[src/rtl/utt_pkg.sv]
// Shared types, constants and helpers of the UTF transcoder.
`default_nettype none

package utt_pkg;

  // Encoding codes as they are written to the configuration registers.
  typedef enum logic [2:0] {
    EncUtf8  = 3'd1,
    EncU16Le = 3'd2,
    EncU16Be = 3'd3,
    EncU32Le = 3'd4,
    EncU32Be = 3'd5
  } enc_e;

  localparam int unsigned CfgIdxW  = 1;
  localparam int unsigned CfgDataW = 3;

  localparam logic [CfgIdxW-1:0] CfgSrcEnc = 1'b0;
  localparam logic [CfgIdxW-1:0] CfgDstEnc = 1'b1;

  localparam int unsigned FifoDepth = 2;
  localparam int unsigned FifoPtrW  = $clog2(FifoDepth);
  localparam int unsigned FifoCntW  = $clog2(FifoDepth + 1);

  // One decoded character on its way from the front end to the emitter.
  typedef struct packed {
    logic        term;
    logic [31:0] cp;
  } cp_item_t;

  // Unused codes fall back to UTF-8.
  function automatic enc_e norm_enc(input logic [CfgDataW-1:0] e);
    enc_e r;
    unique case (e)
      3'd2:    r = EncU16Le;
      3'd3:    r = EncU16Be;
      3'd4:    r = EncU32Le;
      3'd5:    r = EncU32Be;
      default: r = EncUtf8;
    endcase
    return r;
  endfunction

endpackage

`default_nettype wire

[src/rtl/utt_intf.sv]
// Valid/ready channel interfaces for source words and destination words.
`default_nettype none

interface utt_in_if;
  logic       valid;
  logic       ready;
  logic [7:0] data_byte;

  modport source (output valid, output data_byte, input ready);
  modport sink (input valid, input data_byte, output ready);
endinterface

interface utt_out_if;
  logic       valid;
  logic       ready;
  logic [7:0] out_byte;
  logic       last_of_run;
  logic       string_end;

  modport source (output valid, output out_byte, output last_of_run, output string_end,
                  input ready);
  modport sink (input valid, input out_byte, input last_of_run, input string_end,
                output ready);
endinterface

`default_nettype wire

[src/rtl/utt_front.sv]
// Front end: collects source bytes of one character, spots terminators, decodes the code point.
`default_nettype none

module utt_front (
  input  wire logic               clk_i,
  input  wire logic               rst_ni,
  input  wire logic               clear_i,
  input  wire utt_pkg::enc_e      src_enc_i,
  utt_in_if.sink                  src,
  input  wire logic               full_i,
  output logic                    push_o,
  output utt_pkg::cp_item_t       item_o
);

  logic [31:0] buf_q, buf_d;
  logic [2:0]  ncol_q, ncol_d;
  logic [2:0]  nexp_q, nexp_d;

  logic        accept;
  logic [31:0] buf_n;
  logic [2:0]  n;
  logic [2:0]  exp_n;
  logic        term;
  logic        done;
  logic        is16;
  logic        is32;
  logic [7:0]  hi_byte;
  logic [15:0] hi16;
  logic [15:0] lo16;
  logic [31:0] cp;

  assign src.ready = !full_i;
  assign accept    = src.valid && src.ready;

  assign is16 = (src_enc_i == utt_pkg::EncU16Le) || (src_enc_i == utt_pkg::EncU16Be);
  assign is32 = (src_enc_i == utt_pkg::EncU32Le) || (src_enc_i == utt_pkg::EncU32Be);

  always_comb begin
    buf_n   = {buf_q[23:0], src.data_byte};
    n       = ncol_q + 3'd1;
    exp_n   = nexp_q;
    term    = 1'b0;
    hi_byte = (src_enc_i == utt_pkg::EncU16Le) ? buf_n[7:0] : buf_n[15:8];

    if (n == 3'd1) begin
      if (src_enc_i == utt_pkg::EncUtf8) begin
        if (src.data_byte == 8'h00) term = 1'b1;
        if (src.data_byte < 8'h80)      exp_n = 3'd1;
        else if (src.data_byte < 8'hE0) exp_n = 3'd2;
        else if (src.data_byte < 8'hF0) exp_n = 3'd3;
        else                            exp_n = 3'd4;
      end else if (is16) begin
        exp_n = 3'd2;
      end else begin
        exp_n = 3'd4;
      end
    end
    if ((n == 3'd2) && is16) begin
      if (buf_n[15:0] == 16'h0000) term = 1'b1;
      if ((hi_byte >= 8'hD8) && (hi_byte <= 8'hDB)) exp_n = 3'd4;
    end
    if ((n == 3'd4) && is32 && (buf_n == 32'h0)) term = 1'b1;

    done = term || !((n < exp_n) && (n < 3'd4));
  end

  // In a four-byte UTF-16 character the first unit is always a high surrogate, so its
  // offset from 0xD800 is just its low ten bits.
  always_comb begin
    if (src_enc_i == utt_pkg::EncU16Le) begin
      hi16 = {buf_n[23:16], buf_n[31:24]};
      lo16 = {buf_n[7:0], buf_n[15:8]};
    end else begin
      hi16 = buf_n[31:16];
      lo16 = buf_n[15:0];
    end

    unique case (src_enc_i) inside
      utt_pkg::EncU32Be: cp = buf_n;
      utt_pkg::EncU32Le: cp = {buf_n[7:0], buf_n[15:8], buf_n[23:16], buf_n[31:24]};
      utt_pkg::EncU16Le, utt_pkg::EncU16Be: begin
        if (n == 3'd2) begin
          cp = (src_enc_i == utt_pkg::EncU16Le) ? {16'h0, buf_n[7:0], buf_n[15:8]}
                                                : {16'h0, buf_n[15:0]};
        end else begin
          cp = {12'h0, hi16[9:0], 10'h0} + {16'h0, lo16} + 32'h0000_2400;
        end
      end
      default: begin
        case (n)
          3'd1:    cp = {24'h0, buf_n[7:0]};
          3'd2:    cp = {21'h0, buf_n[12:8], buf_n[5:0]};
          3'd3:    cp = {16'h0, buf_n[19:16], buf_n[13:8], buf_n[5:0]};
          default: cp = {11'h0, buf_n[26:24], buf_n[21:16], buf_n[13:8], buf_n[5:0]};
        endcase
      end
    endcase
  end

  always_comb begin
    buf_d  = buf_q;
    ncol_d = ncol_q;
    nexp_d = nexp_q;
    if (clear_i) begin
      buf_d  = 32'h0;
      ncol_d = 3'd0;
      nexp_d = 3'd0;
    end else if (accept) begin
      if (done) begin
        buf_d  = 32'h0;
        ncol_d = 3'd0;
        nexp_d = 3'd0;
      end else begin
        buf_d  = buf_n;
        ncol_d = n;
        nexp_d = exp_n;
      end
    end
  end

  always_ff @(posedge clk_i or negedge rst_ni) begin
    if (!rst_ni) begin
      buf_q  <= 32'h0;
      ncol_q <= 3'd0;
      nexp_q <= 3'd0;
    end else begin
      buf_q  <= buf_d;
      ncol_q <= ncol_d;
      nexp_q <= nexp_d;
    end
  end

  assign push_o      = accept && done;
  assign item_o.term = term;
  assign item_o.cp   = term ? 32'h0 : cp;

endmodule

`default_nettype wire

[src/rtl/utt_fifo.sv]
// Short queue of decoded characters between the front end and the emitter.
`default_nettype none

module utt_fifo (
  input  wire logic               clk_i,
  input  wire logic               rst_ni,
  input  wire logic               push_i,
  input  wire utt_pkg::cp_item_t  item_i,
  output logic                    full_o,
  input  wire logic               pop_i,
  output logic                    valid_o,
  output utt_pkg::cp_item_t       item_o
);

  localparam logic [utt_pkg::FifoPtrW-1:0] LastPtr = utt_pkg::FifoPtrW'(utt_pkg::FifoDepth - 1);
  localparam logic [utt_pkg::FifoCntW-1:0] FullCnt = utt_pkg::FifoCntW'(utt_pkg::FifoDepth);

  utt_pkg::cp_item_t                mem_q [utt_pkg::FifoDepth];
  logic [utt_pkg::FifoPtrW-1:0]     wptr_q, wptr_d;
  logic [utt_pkg::FifoPtrW-1:0]     rptr_q, rptr_d;
  logic [utt_pkg::FifoCntW-1:0]     cnt_q, cnt_d;
  logic                             do_push;
  logic                             do_pop;

  assign full_o  = (cnt_q == FullCnt);
  assign valid_o = (cnt_q != '0);
  assign item_o  = mem_q[rptr_q];

  assign do_push = push_i && !full_o;
  assign do_pop  = pop_i && valid_o;

  always_comb begin
    wptr_d = wptr_q;
    rptr_d = rptr_q;
    cnt_d  = cnt_q;
    if (do_push) wptr_d = (wptr_q == LastPtr) ? '0 : wptr_q + 1'b1;
    if (do_pop)  rptr_d = (rptr_q == LastPtr) ? '0 : rptr_q + 1'b1;
    if (do_push && !do_pop)      cnt_d = cnt_q + 1'b1;
    else if (!do_push && do_pop) cnt_d = cnt_q - 1'b1;
  end

  always_ff @(posedge clk_i or negedge rst_ni) begin
    if (!rst_ni) begin
      wptr_q <= '0;
      rptr_q <= '0;
      cnt_q  <= '0;
    end else begin
      wptr_q <= wptr_d;
      rptr_q <= rptr_d;
      cnt_q  <= cnt_d;
    end
  end

  always_ff @(posedge clk_i) begin
    if (do_push) mem_q[wptr_q] <= item_i;
  end

endmodule

`default_nettype wire

[src/rtl/utt_back.sv]
// Back end: encodes a code point in the destination encoding and emits it word by word.
`default_nettype none

module utt_back (
  input  wire logic               clk_i,
  input  wire logic               rst_ni,
  input  wire utt_pkg::enc_e      dst_enc_i,
  input  wire logic               item_valid_i,
  input  wire utt_pkg::cp_item_t  item_i,
  output logic                    pop_o,
  utt_out_if.source               dst
);

  typedef struct packed {
    logic [31:0] word;
    logic [1:0]  rem;
  } enc_run_t;

  // The first word of the run sits in the top byte.
  function automatic enc_run_t encode(input logic [31:0] c, input utt_pkg::enc_e e);
    enc_run_t    r;
    logic [31:0] v;
    logic [15:0] h;
    logic [15:0] l;
    v = c - 32'h0001_0000;
    h = {6'b110110, v[19:10]};
    l = {6'b110111, v[9:0]};
    unique case (e)
      utt_pkg::EncU32Le: r = '{word: {c[7:0], c[15:8], c[23:16], c[31:24]}, rem: 2'd3};
      utt_pkg::EncU32Be: r = '{word: c, rem: 2'd3};
      utt_pkg::EncU16Le: begin
        if (c <= 32'h0000_FFFF) r = '{word: {c[7:0], c[15:8], 16'h0}, rem: 2'd1};
        else r = '{word: {h[7:0], h[15:8], l[7:0], l[15:8]}, rem: 2'd3};
      end
      utt_pkg::EncU16Be: begin
        if (c <= 32'h0000_FFFF) r = '{word: {c[15:0], 16'h0}, rem: 2'd1};
        else r = '{word: {h, l}, rem: 2'd3};
      end
      default: begin
        if (c <= 32'h0000_007F) begin
          r = '{word: {c[7:0], 24'h0}, rem: 2'd0};
        end else if (c <= 32'h0000_07FF) begin
          r = '{word: {3'b110, c[10:6], 2'b10, c[5:0], 16'h0}, rem: 2'd1};
        end else if (c <= 32'h0000_FFFF) begin
          r = '{word: {4'b1110, c[15:12], 2'b10, c[11:6], 2'b10, c[5:0], 8'h0}, rem: 2'd2};
        end else begin
          r = '{word: {5'b11110, c[20:18], 2'b10, c[17:12], 2'b10, c[11:6], 2'b10, c[5:0]},
                rem: 2'd3};
        end
      end
    endcase
    return r;
  endfunction

  logic        busy_q;
  logic        out_valid_q;
  logic [31:0] word_q;
  logic [1:0]  rem_q;
  logic        term_q;
  logic [7:0]  out_byte_q;
  logic        out_last_q;
  logic        out_end_q;

  logic        adv;
  logic        load;
  enc_run_t    run;

  assign adv   = !out_valid_q || dst.ready;
  assign load  = item_valid_i && (!busy_q || (adv && (rem_q == 2'd0)));
  assign pop_o = load;

  // A terminator is always four zero words, whatever the destination encoding.
  always_comb begin
    if (item_i.term) run = '{word: 32'h0, rem: 2'd3};
    else             run = encode(item_i.cp, dst_enc_i);
  end

  always_ff @(posedge clk_i or negedge rst_ni) begin
    if (!rst_ni) begin
      busy_q      <= 1'b0;
      out_valid_q <= 1'b0;
    end else begin
      if (adv) out_valid_q <= busy_q;
      if (load)                                     busy_q <= 1'b1;
      else if (adv && busy_q && (rem_q == 2'd0))    busy_q <= 1'b0;
    end
  end

  always_ff @(posedge clk_i) begin
    if (adv && busy_q) begin
      out_byte_q <= word_q[31:24];
      out_last_q <= (rem_q == 2'd0);
      out_end_q  <= term_q;
    end
    if (load) begin
      word_q <= run.word;
      rem_q  <= run.rem;
      term_q <= item_i.term;
    end else if (adv && busy_q) begin
      word_q <= {word_q[23:0], 8'h0};
      rem_q  <= rem_q - 2'd1;
    end
  end

  assign dst.valid       = out_valid_q;
  assign dst.out_byte    = out_byte_q;
  assign dst.last_of_run = out_last_q;
  assign dst.string_end  = out_end_q;

endmodule

`default_nettype wire

[src/rtl/unicode_utf_transcoder.sv]
// Top level of the UTF transcoder: configuration registers, front end, queue and emitter.
//
// The source channel (src_i) takes one byte of the source string per word; the
// destination channel (dst_o) gives one byte of the re-encoded string per word,
// with last_of_run on the final byte of each character and string_end on the four
// zero bytes that close a string. The encodings are set through the write port
// (index 0 source, index 1 destination); the user must write them only while the
// block is idle, which the block itself does not enforce. Writing the source
// encoding drops any partly collected character. A fully collected character
// goes into the queue, then into the emitter's word register, and its first byte
// then into the output register. The front end takes one source byte per cycle
// while the queue is not full, and the emitter gives one destination byte per
// cycle while the receiver is ready.
// A queue of two decoded characters sits between the two halves; when the
// receiver stalls the queue fills and src_i.ready falls, and no word is lost.
// Reset clears the collection state, empties the queue and sets both encodings to UTF-8.
`default_nettype none

module unicode_utf_transcoder (
  input  wire logic                          clk_i,
  input  wire logic                          rst_ni,
  input  wire logic                          cfg_we_i,
  input  wire logic [utt_pkg::CfgIdxW-1:0]   cfg_idx_i,
  input  wire logic [utt_pkg::CfgDataW-1:0]  cfg_data_i,
  utt_in_if.sink                             src_i,
  utt_out_if.source                          dst_o
);

  logic [utt_pkg::CfgDataW-1:0] src_enc_q;
  logic [utt_pkg::CfgDataW-1:0] dst_enc_q;
  logic                         src_wr;

  logic              push;
  logic              full;
  logic              pop;
  logic              item_valid;
  utt_pkg::cp_item_t push_item;
  utt_pkg::cp_item_t head_item;

  assign src_wr = cfg_we_i && (cfg_idx_i == utt_pkg::CfgSrcEnc);

  always_ff @(posedge clk_i or negedge rst_ni) begin
    if (!rst_ni) begin
      src_enc_q <= utt_pkg::CfgDataW'(utt_pkg::EncUtf8);
      dst_enc_q <= utt_pkg::CfgDataW'(utt_pkg::EncUtf8);
    end else if (cfg_we_i) begin
      if (cfg_idx_i == utt_pkg::CfgSrcEnc) src_enc_q <= cfg_data_i;
      if (cfg_idx_i == utt_pkg::CfgDstEnc) dst_enc_q <= cfg_data_i;
    end
  end

  utt_front u_front (
    .clk_i     (clk_i),
    .rst_ni    (rst_ni),
    .clear_i   (src_wr),
    .src_enc_i (utt_pkg::norm_enc(src_enc_q)),
    .src       (src_i),
    .full_i    (full),
    .push_o    (push),
    .item_o    (push_item)
  );

  utt_fifo u_fifo (
    .clk_i   (clk_i),
    .rst_ni  (rst_ni),
    .push_i  (push),
    .item_i  (push_item),
    .full_o  (full),
    .pop_i   (pop),
    .valid_o (item_valid),
    .item_o  (head_item)
  );

  utt_back u_back (
    .clk_i        (clk_i),
    .rst_ni       (rst_ni),
    .dst_enc_i    (utt_pkg::norm_enc(dst_enc_q)),
    .item_valid_i (item_valid),
    .item_i       (head_item),
    .pop_o        (pop),
    .dst          (dst_o)
  );

endmodule

`default_nettype wire

[src/flat_wrapper.sv]
// flat-port wrapper written by rule: the top's interface ports become plain ports
module unicode_utf_transcoder_flat 
  (clk_i, rst_ni, cfg_we_i, cfg_idx_i, cfg_data_i, src_i_valid, src_i_data_byte, src_i_ready, dst_o_valid, dst_o_out_byte, dst_o_last_of_run, dst_o_string_end, dst_o_ready);
  utt_in_if src_i_i ();
  utt_out_if dst_o_i ();
  input  wire logic clk_i;
  input  wire logic rst_ni;
  input  wire logic cfg_we_i;
  input  wire logic [utt_pkg::CfgIdxW-1:0] cfg_idx_i;
  input  wire logic [utt_pkg::CfgDataW-1:0] cfg_data_i;
  input wire logic [$bits(src_i_i.valid)-1:0] src_i_valid;
  input wire logic [$bits(src_i_i.data_byte)-1:0] src_i_data_byte;
  output wire logic [$bits(src_i_i.ready)-1:0] src_i_ready;
  output wire logic [$bits(dst_o_i.valid)-1:0] dst_o_valid;
  output wire logic [$bits(dst_o_i.out_byte)-1:0] dst_o_out_byte;
  output wire logic [$bits(dst_o_i.last_of_run)-1:0] dst_o_last_of_run;
  output wire logic [$bits(dst_o_i.string_end)-1:0] dst_o_string_end;
  input wire logic [$bits(dst_o_i.ready)-1:0] dst_o_ready;
  assign src_i_i.valid = src_i_valid;
  assign src_i_i.data_byte = src_i_data_byte;
  assign src_i_ready = src_i_i.ready;
  assign dst_o_valid = dst_o_i.valid;
  assign dst_o_out_byte = dst_o_i.out_byte;
  assign dst_o_last_of_run = dst_o_i.last_of_run;
  assign dst_o_string_end = dst_o_i.string_end;
  assign dst_o_i.ready = dst_o_ready;
  unicode_utf_transcoder u_core (.clk_i(clk_i), .rst_ni(rst_ni), .cfg_we_i(cfg_we_i), .cfg_idx_i(cfg_idx_i), .cfg_data_i(cfg_data_i), .src_i(src_i_i), .dst_o(dst_o_i));
endmodule
[config.mk]
export PLATFORM = sky130hd
export DESIGN_NAME = unicode_utf_transcoder_flat
export DESIGN_NICKNAME = d
export VERILOG_FILES = /design/src/rtl/utt_pkg.sv /design/src/rtl/utt_intf.sv /design/src/rtl/utt_front.sv /design/src/rtl/utt_fifo.sv /design/src/rtl/utt_back.sv /design/src/rtl/unicode_utf_transcoder.sv /design/src/flat_wrapper.sv
export SDC_FILE = /design/constraint.sdc
export NUM_CORES = 1
export LEC_CHECK = 0
export ABC_AREA = 1
export BUFFER_PORTS_ARGS = -buffer_cell sky130_fd_sc_hd__buf_2
export CAP_MARGIN = 20
export CORE_MARGIN = 4
export CORE_UTILIZATION = 50
export DETAILED_ROUTE_END_ITERATION = 6
export GPL_TIMING_DRIVEN = 0
export PLACE_DENSITY = 0.66
export REMOVE_ABC_BUFFERS = 1
export SLEW_MARGIN = 25
export SYNTH_ARGS = -nofsm -noshare
export SYNTH_HDL_FRONTEND = slang
export SYNTH_SLANG_ARGS = --single-unit
[constraint.sdc]
create_clock -name clk_i -period 4.54 [get_ports clk_i]
set_input_delay 0.908 -clock clk_i [delete_from_list [all_inputs] [get_ports clk_i]]
set_output_delay 0.908 -clock clk_i [all_outputs]
set_load 0.01 [all_outputs]
==> flow_summary.ini, run 1 <==
[floorplan]
core-area_um2 = 18200
dieHeight_um = 145
initial_utilization_pct = 51.4
die_w_um = 145
placementRows = 49
io_pins = 29
fp.dieArea_um2 = 21000

[timing]
slew-limit-headroom_pct = 32.5
hold_viol_final = 0
fin_crit_sh_pct = 91.5
period_needed_ns = 4.15
setup_tns_ns = 0
finalMaxSlewViolations = 0
grt_setup_unrepaired = no
fin_worst_skew_ns = 0.0150
tightest_slew_ns = 1.00
fmax_mhz = 241
finalSetupViolCount = 0

[cts]
root_buffer = clkbuf_16
clk_pin_slew_ns = 0.07
cts_buffers = 17
htreeDepth = 4
postCtsSetupBuffers = 0
cts_buffer_depth = 2
cts_sinks = 153
ctsHoldBuffers = 0
cts_tree = yes
clock_latency_ns = 0.43

[worst_setup_path]
critPathMaxFanout = 33
cp-start-kind = flip-flop
cp_data_required_time_ns = 4.59
end_kind = flip-flop
cp.arrival_ns = 4.21
criticalPathCategory = flip-flop to flip-flop
r2r_slack_ns = 0.39

[synthesis]
synth_compound_area_share_pct = 16.5
synth_area_per_cell_um2 = 8.15
syn_area_um2 = 9350
synth_ff_type = edfxtp_1
synth_top_family_by_area = simple AND/OR/NAND/NOR gates
synth_xor_area_share_pct = 0.749
synth_most_common_cell = nand2_1
synth-seq-area-share_pct = 46.9
muxShareOfSynthArea_pct = 0
synth_cell_types = 46
synth_top_area_cell = edfxtp_1
ys_top_cells_by_area = edfxtp_1 (36%), nand2_1 (13%), dfrtp_1 (11%)
syn_inst = 1148
synth-async-reset-ratio_pct = 27.5
ys_ff_latch = 153
synth-adder-area-share_pct = 3.83
synth-edff-count = 111
synth_top_area_share_pct = 35.6
synth_common_cells = nand2_1 (318), inv_1 (113), edfxtp_1 (111)
post_synth_and_or_nand_nor_area_fraction_pct = 24.3
yosys_warnings = 0

[grt]
grt_usage_pct = 28.4
grt_pass1_wl_mm = 44.8
grt_max_degree = 43
overflow = 0
grt_pass1_vias = 7858
antenna_found_initial = 0

[drt]
dr.pass1.iters = 6
vias = 8418
drcViolationCount = 0
postRouteAntennaNets = 0
drt_wl_total_mm = 29.5
drt_iter0_drc = 1103
wl_per_cell_um = 21.1
vias_per_cell = 6.02

[outcome]
outcome = complete, no violations

[flow_run]
drv_cap = 0

[placement]
dp_hpwl_mm = 21.0
gp_congestion = 0.980
port_buffers = 28

[worst_hold_path]
hold_class = flip-flop to flip-flop

[cells_and_area]
nNetsFinal = 1201
syn2layout_area_growth_pct = 10.8
fin_util_pct = 56.9
drive_gt1_share_pct = 11.3
n_antenna_cell = 0

[power]
vdd_drop_max_v = 0.000348
p_per_area_nw_per_um2 = 697
p_leak_nw = 4.38
-- worst max-delay path, cell delays in order (launching register included) --
cell and delay (ns):
dfrtp_1 0.44, nor2_4 0.25, inv_1 0.10, ha_1 0.24, nor2_4 0.19, nand2_4 0.19, o21ai_1 0.31, nor2_1 0.08
nand3_1 0.16, inv_1 0.08, nor2_1 0.13, inv_1 0.05, ha_1 0.27, nand2_1 0.05, inv_1 0.04, nand2_1 0.14
nand2_4 0.27, nand3_1 0.16, inv_2 0.57
-- cell usage in the layout, fill, tap and decap left out, drive strengths merged --
cell    count
buf        31
nand2     325
a21oi      65
dfrtp      40
fa          1
xnor2       3
nand4      24
o311ai      1
a221oi     11
a22oi       8
nand3b      3
o22ai      49
dfstp       2
and2        1
nor4        2
nor3       13
inv       136
edfxtp    111
a31oi       4
xor2        5
a211oi      7
clkinv     10
o221ai      8
or2        13
o21ai      97
bufinv      3
o211ai     10
clkbuf     17
ha         27
nor2       73
nand3      68
a21boi      1
-- area by class of cell --
class,count,area (µm²)
Tap cell,229,287
Clock inverter,15,203
Sequential cell,153,4390
Clock buffer,17,425
Fill cell,1709,7850
Multi-Input combinational cell,819,4340
Inverter,134,508
Timing Repair Buffer,31,210
-- metrics by stage --
stage	setup WS [ns]	hold WS [ns]	instance area (µm²)	cells	total power [mW]
floorplan	-0.360	0.400	9140	1104	4.43
global placement	-2.32	0.405	9560	1361	5.45
detailed placement	-0.287	0.409	9660	1364	5.54
CTS	0.0988	0.424	10300	1396	7.10
global route	0.0445	0.430	10400	1398	7.65
finish	0.386	0.421	10400	1398	7.22
-- final timing paths --
path | from | to | cells past startpoint
max reg2reg | u_core.src_enc_q[2] | u_core.u_fifo.mem_q[0][8] | 18
max in group asynchronous | rst_ni | u_core.u_fifo.rptr_q | 1
min reg2reg | u_core.u_back.term_q | u_core.u_back.dst.string_end | 0
min | u_core.u_back.term_q | u_core.u_back.dst.string_end | 0
max | u_core.src_enc_q[2] | u_core.u_fifo.mem_q[0][8] | 18
min in group asynchronous | rst_ni | u_core.u_front.buf_q[3] | 1
-- routing by layer --
layer  GRT usage [%]  vias to the layer above  share of wire, %
met5               0                        -                 0
met4            8.64                        0               3.2
met3            6.24                       73               7.6
met2            45.3                      436                46
met1            38.9                     3929                43
li1                -                     3980                 -
-- report_power, final --
| part | switching, mW | internal (mW) |
|---|---|---|
| combinational | 2.31 | 0.907 |
| clock | 0.645 | 0.891 |
| sequential | 0.306 | 2.16 |
-- sequential cells by signal (all words and copies together) (netlist names), 2 cells and up --
signal	cells
u_core.src_enc_q	3
u_core.u_fifo.cnt_q	2
u_core.u_fifo.mem_q	66
u_core.u_back.dst.out_byte	8
u_core.u_front.ncol_q	3
u_core.dst_enc_q	3
u_core.u_front.buf_q	24
u_core.u_front.nexp_q	3
u_core.u_back.word_q	32
u_core.u_back.rem_q	2
-- repair_timing --
action	CTS	global route
gates cloned	0	2
pin swaps	0	2
endpoints found under the setup margin	68	58
gates resized for setup	7	10
-- cell families after synthesis --
kind of cell             after synthesis
adder cells (fa/ha/maj)               28
flip-flops                           153
buffers and inverters                178
AND/OR/NAND/NOR                      520
XOR/XNOR                               8
AO/OA/AOI/OAI                        261
(Power assumes the default switching activity.)
==> run 2: changes to the inputs <==
- CORE_ASPECT_RATIO: default -> 1.2
- CTS_BUF_LIST: default -> sky130_fd_sc_hd__clkbuf_16
==> flow_summary.ini, run 2 (synthesized netlist as in run 1, its figures left out) <==
[placement]
gp_congestion = 0.968
dp_hpwl_mm = 22.8
dp_cells = 1388
port_buffers = 28

[worst_hold_path]
hold_class = flip-flop to flip-flop
hold_start = u_core.u_back.word_q[30]
hold_depth = 0
holdPathEnd = u_core.u_back.dst.out_byte[6]

[cts]
cts_sinks = 153
root_buffer = clkbuf_16
htreeDepth = 4
clock_latency_ns = 0.44
cts_buffers = 17
clk_pin_slew_ns = 0.07
cts_buffer_depth = 2
cts_tree = yes
ctsHoldBuffers = 0

[power]
sw_frac_of_total_pct = 45.8
p_switching_mw = 3.30
p_leak_nw = 4.38
seqPwrFrac_pct = 34.3
vdd_drop_max_v = 0.000374
intPower_mw = 3.91
pwr-share-clk_pct = 19.2
p_comb_share_pct = 46.5
p_per_area_nw_per_um2 = 695

[timing]
period_needed_ns = 4.28
hold_viol_final = 0
finalMaxSlewViolations = 0
tightest_slew_ns = 0.964
fin_worst_skew_ns = 0.0131
slew-limit-headroom_pct = 35.3
fin_crit_sh_pct = 94.3
fmax_mhz = 233
grt_setup_unrepaired = no
finalSetupViolCount = 0

[cells_and_area]
fillerInstances = 1689
n_antenna_cell = 0
seq_area_um2 = 4390
reg.largest.list = u_core.u_fifo.mem_q (66), u_core.u_back.word_q (32), u_core.u_front.buf_q (24)
top_register = u_core.u_fifo.mem_q
nNetsFinal = 1206
layout_commonest_cell = nand2_1
multi_input_area_um2 = 4330
drive_gt1_share_pct = 11.4
fin_util_pct = 56.7
syn2layout_area_growth_pct = 11.0
final_cell_mix = nand2_1 (316), inv_1 (113), edfxtp_1 (111)
stdcell_count = 1426
largest_reg_flops = 66

[worst_setup_path]
worstReg2RegEnd = u_core.u_fifo.cnt_q[1]
cp-start-kind = flip-flop
cp_data_required_time_ns = 4.86
end_kind = flip-flop
cp.arrival_ns = 4.61
r2r_cells = 21
criticalPathCategory = flip-flop to flip-flop
slowest_stage = dfrtp_1
r2r_slack_ns = 0.26
critPathMaxFanout = 18
timing.rr.start = u_core.src_enc_q[2]
max_stage_delay_ns = 0.43
crit_path_cell_trace = nor2_4, inv_1, ha_1, nor2_4, nand2_4, o21ai_1, and2_1, nand3_1, nand2_1, inv_1, ha_1, a21oi_1, nand2_1, a21oi_2, nand2_4, nand2_1, inv_1, ha_1, a21oi_1, o21ai_0, xnor2_1

[floorplan]
fp.dieArea_um2 = 21000
placementRows = 54
initial_utilization_pct = 51.1
io_pins = 29
die_w_um = 133
dieHeight_um = 158
core-area_um2 = 18300

[drt]
postRouteAntennaNets = 0
vias = 8495
vias_per_cell = 5.96
wl_per_cell_um = 22.0
drt_wl_total_mm = 31.3
drcViolationCount = 0
dr.pass1.iters = 6
drt_iter0_drc = 904

[grt]
grt_max_degree = 43
grt_usage_pct = 29.7
grt_pass1_wl_mm = 47.0
grt_pass1_vias = 8196
overflow = 0
antenna_found_initial = 0

[outcome]
outcome = complete, no violations

[flow_run]
drv_cap = 0
-- run 2: worst max-delay path, delay by kind of cell, from the launching register on --
family,cells,cell delay [ns]
simple gates,9,1.57
fa+ha+maj,3,0.87
buf+inv,3,0.26
flops,1,0.43
compound gates,5,0.90
xor+xnor,1,0.13
-- run 2: worst max path at each step --
| stage | startpoint | endpoint | slack, ns | cells after the start |
|---|---|---|---|---|
| CTS | u_core.src_enc_q[2] | u_core.u_fifo.cnt_q[1] | 0.008 | 21 |
| finish | u_core.src_enc_q[2] | u_core.u_fifo.cnt_q[1] | 0.26 | 21 |
| floorplan | u_core.src_enc_q[2] | u_core.u_fifo.mem_q[1][0] | -0.36 | 18 |
| detailed placement | u_core.src_enc_q[2] | u_core.u_fifo.cnt_q[1] | -0.32 | 22 |
| global placement | u_core.src_enc_q[2] | u_core.u_fifo.mem_q[1][29] | -2.21 | 18 |
| global route | u_core.src_enc_q[2] | u_core.u_fifo.cnt_q[1] | 0.11 | 21 |
-- run 2: timing repair --
item,CTS,global route
gates cloned,0,2
setup endpoints to repair,60,59
gates resized for setup,5,10
pin swaps,0,2
endpoints found under the hold margin,0,0
setup buffers,0,4
-- run 2: metrics by stage --
stage | hold WS [ns] | area [µm²] | total power, mW | setup slack [ns] | setup TNS [ns]
final | 0.420 | 10400 | 7.22 | 0.257 | 0
after detailed placement | 0.405 | 9730 | 5.61 | -0.325 | -11.23
after global routing | 0.432 | 10400 | 7.63 | 0.111 | 0
after floorplan | 0.400 | 9140 | 4.43 | -0.360 | -11.87
after CTS | 0.420 | 10300 | 7.01 | 0.00828 | 0
after global placement | 0.402 | 9590 | 5.50 | -2.21 | -116.73
-- run 2: routing by layer --
| layer | routed length, µm | GRT usage [%] | up-vias |
|---|---|---|---|
| li1 | - | - | 3995 |
| met1 | 11600 | 32.9 | 3930 |
| met2 | 15800 | 53.6 | 421 |
| met3 | 1730 | 4.55 | 149 |
| met4 | 2220 | 18.9 | 0 |
| met5 | 0 | 0 | - |
-- run 2: power groups by stage --
stage	logic, mW	registers, mW	clock network (mW)
final	3.36	2.47	1.38
after global routing	3.65	2.52	1.47
after CTS	3.14	2.47	1.40
after detailed placement	3.12	2.49	0
after global placement	3.01	2.49	0
after floorplan	2.03	2.40	0
-- run 2: layout make-up --
cell class | instances | share of cell area, %
timing repair buffer | 36 | 2.65
sequential | 153 | 42.3
multi-input combinational | 819 | 41.7
inverter | 134 | 4.89
tap | 252 | 3.04
clock inverter | 15 | 1.34
clock buffer | 17 | 4.10
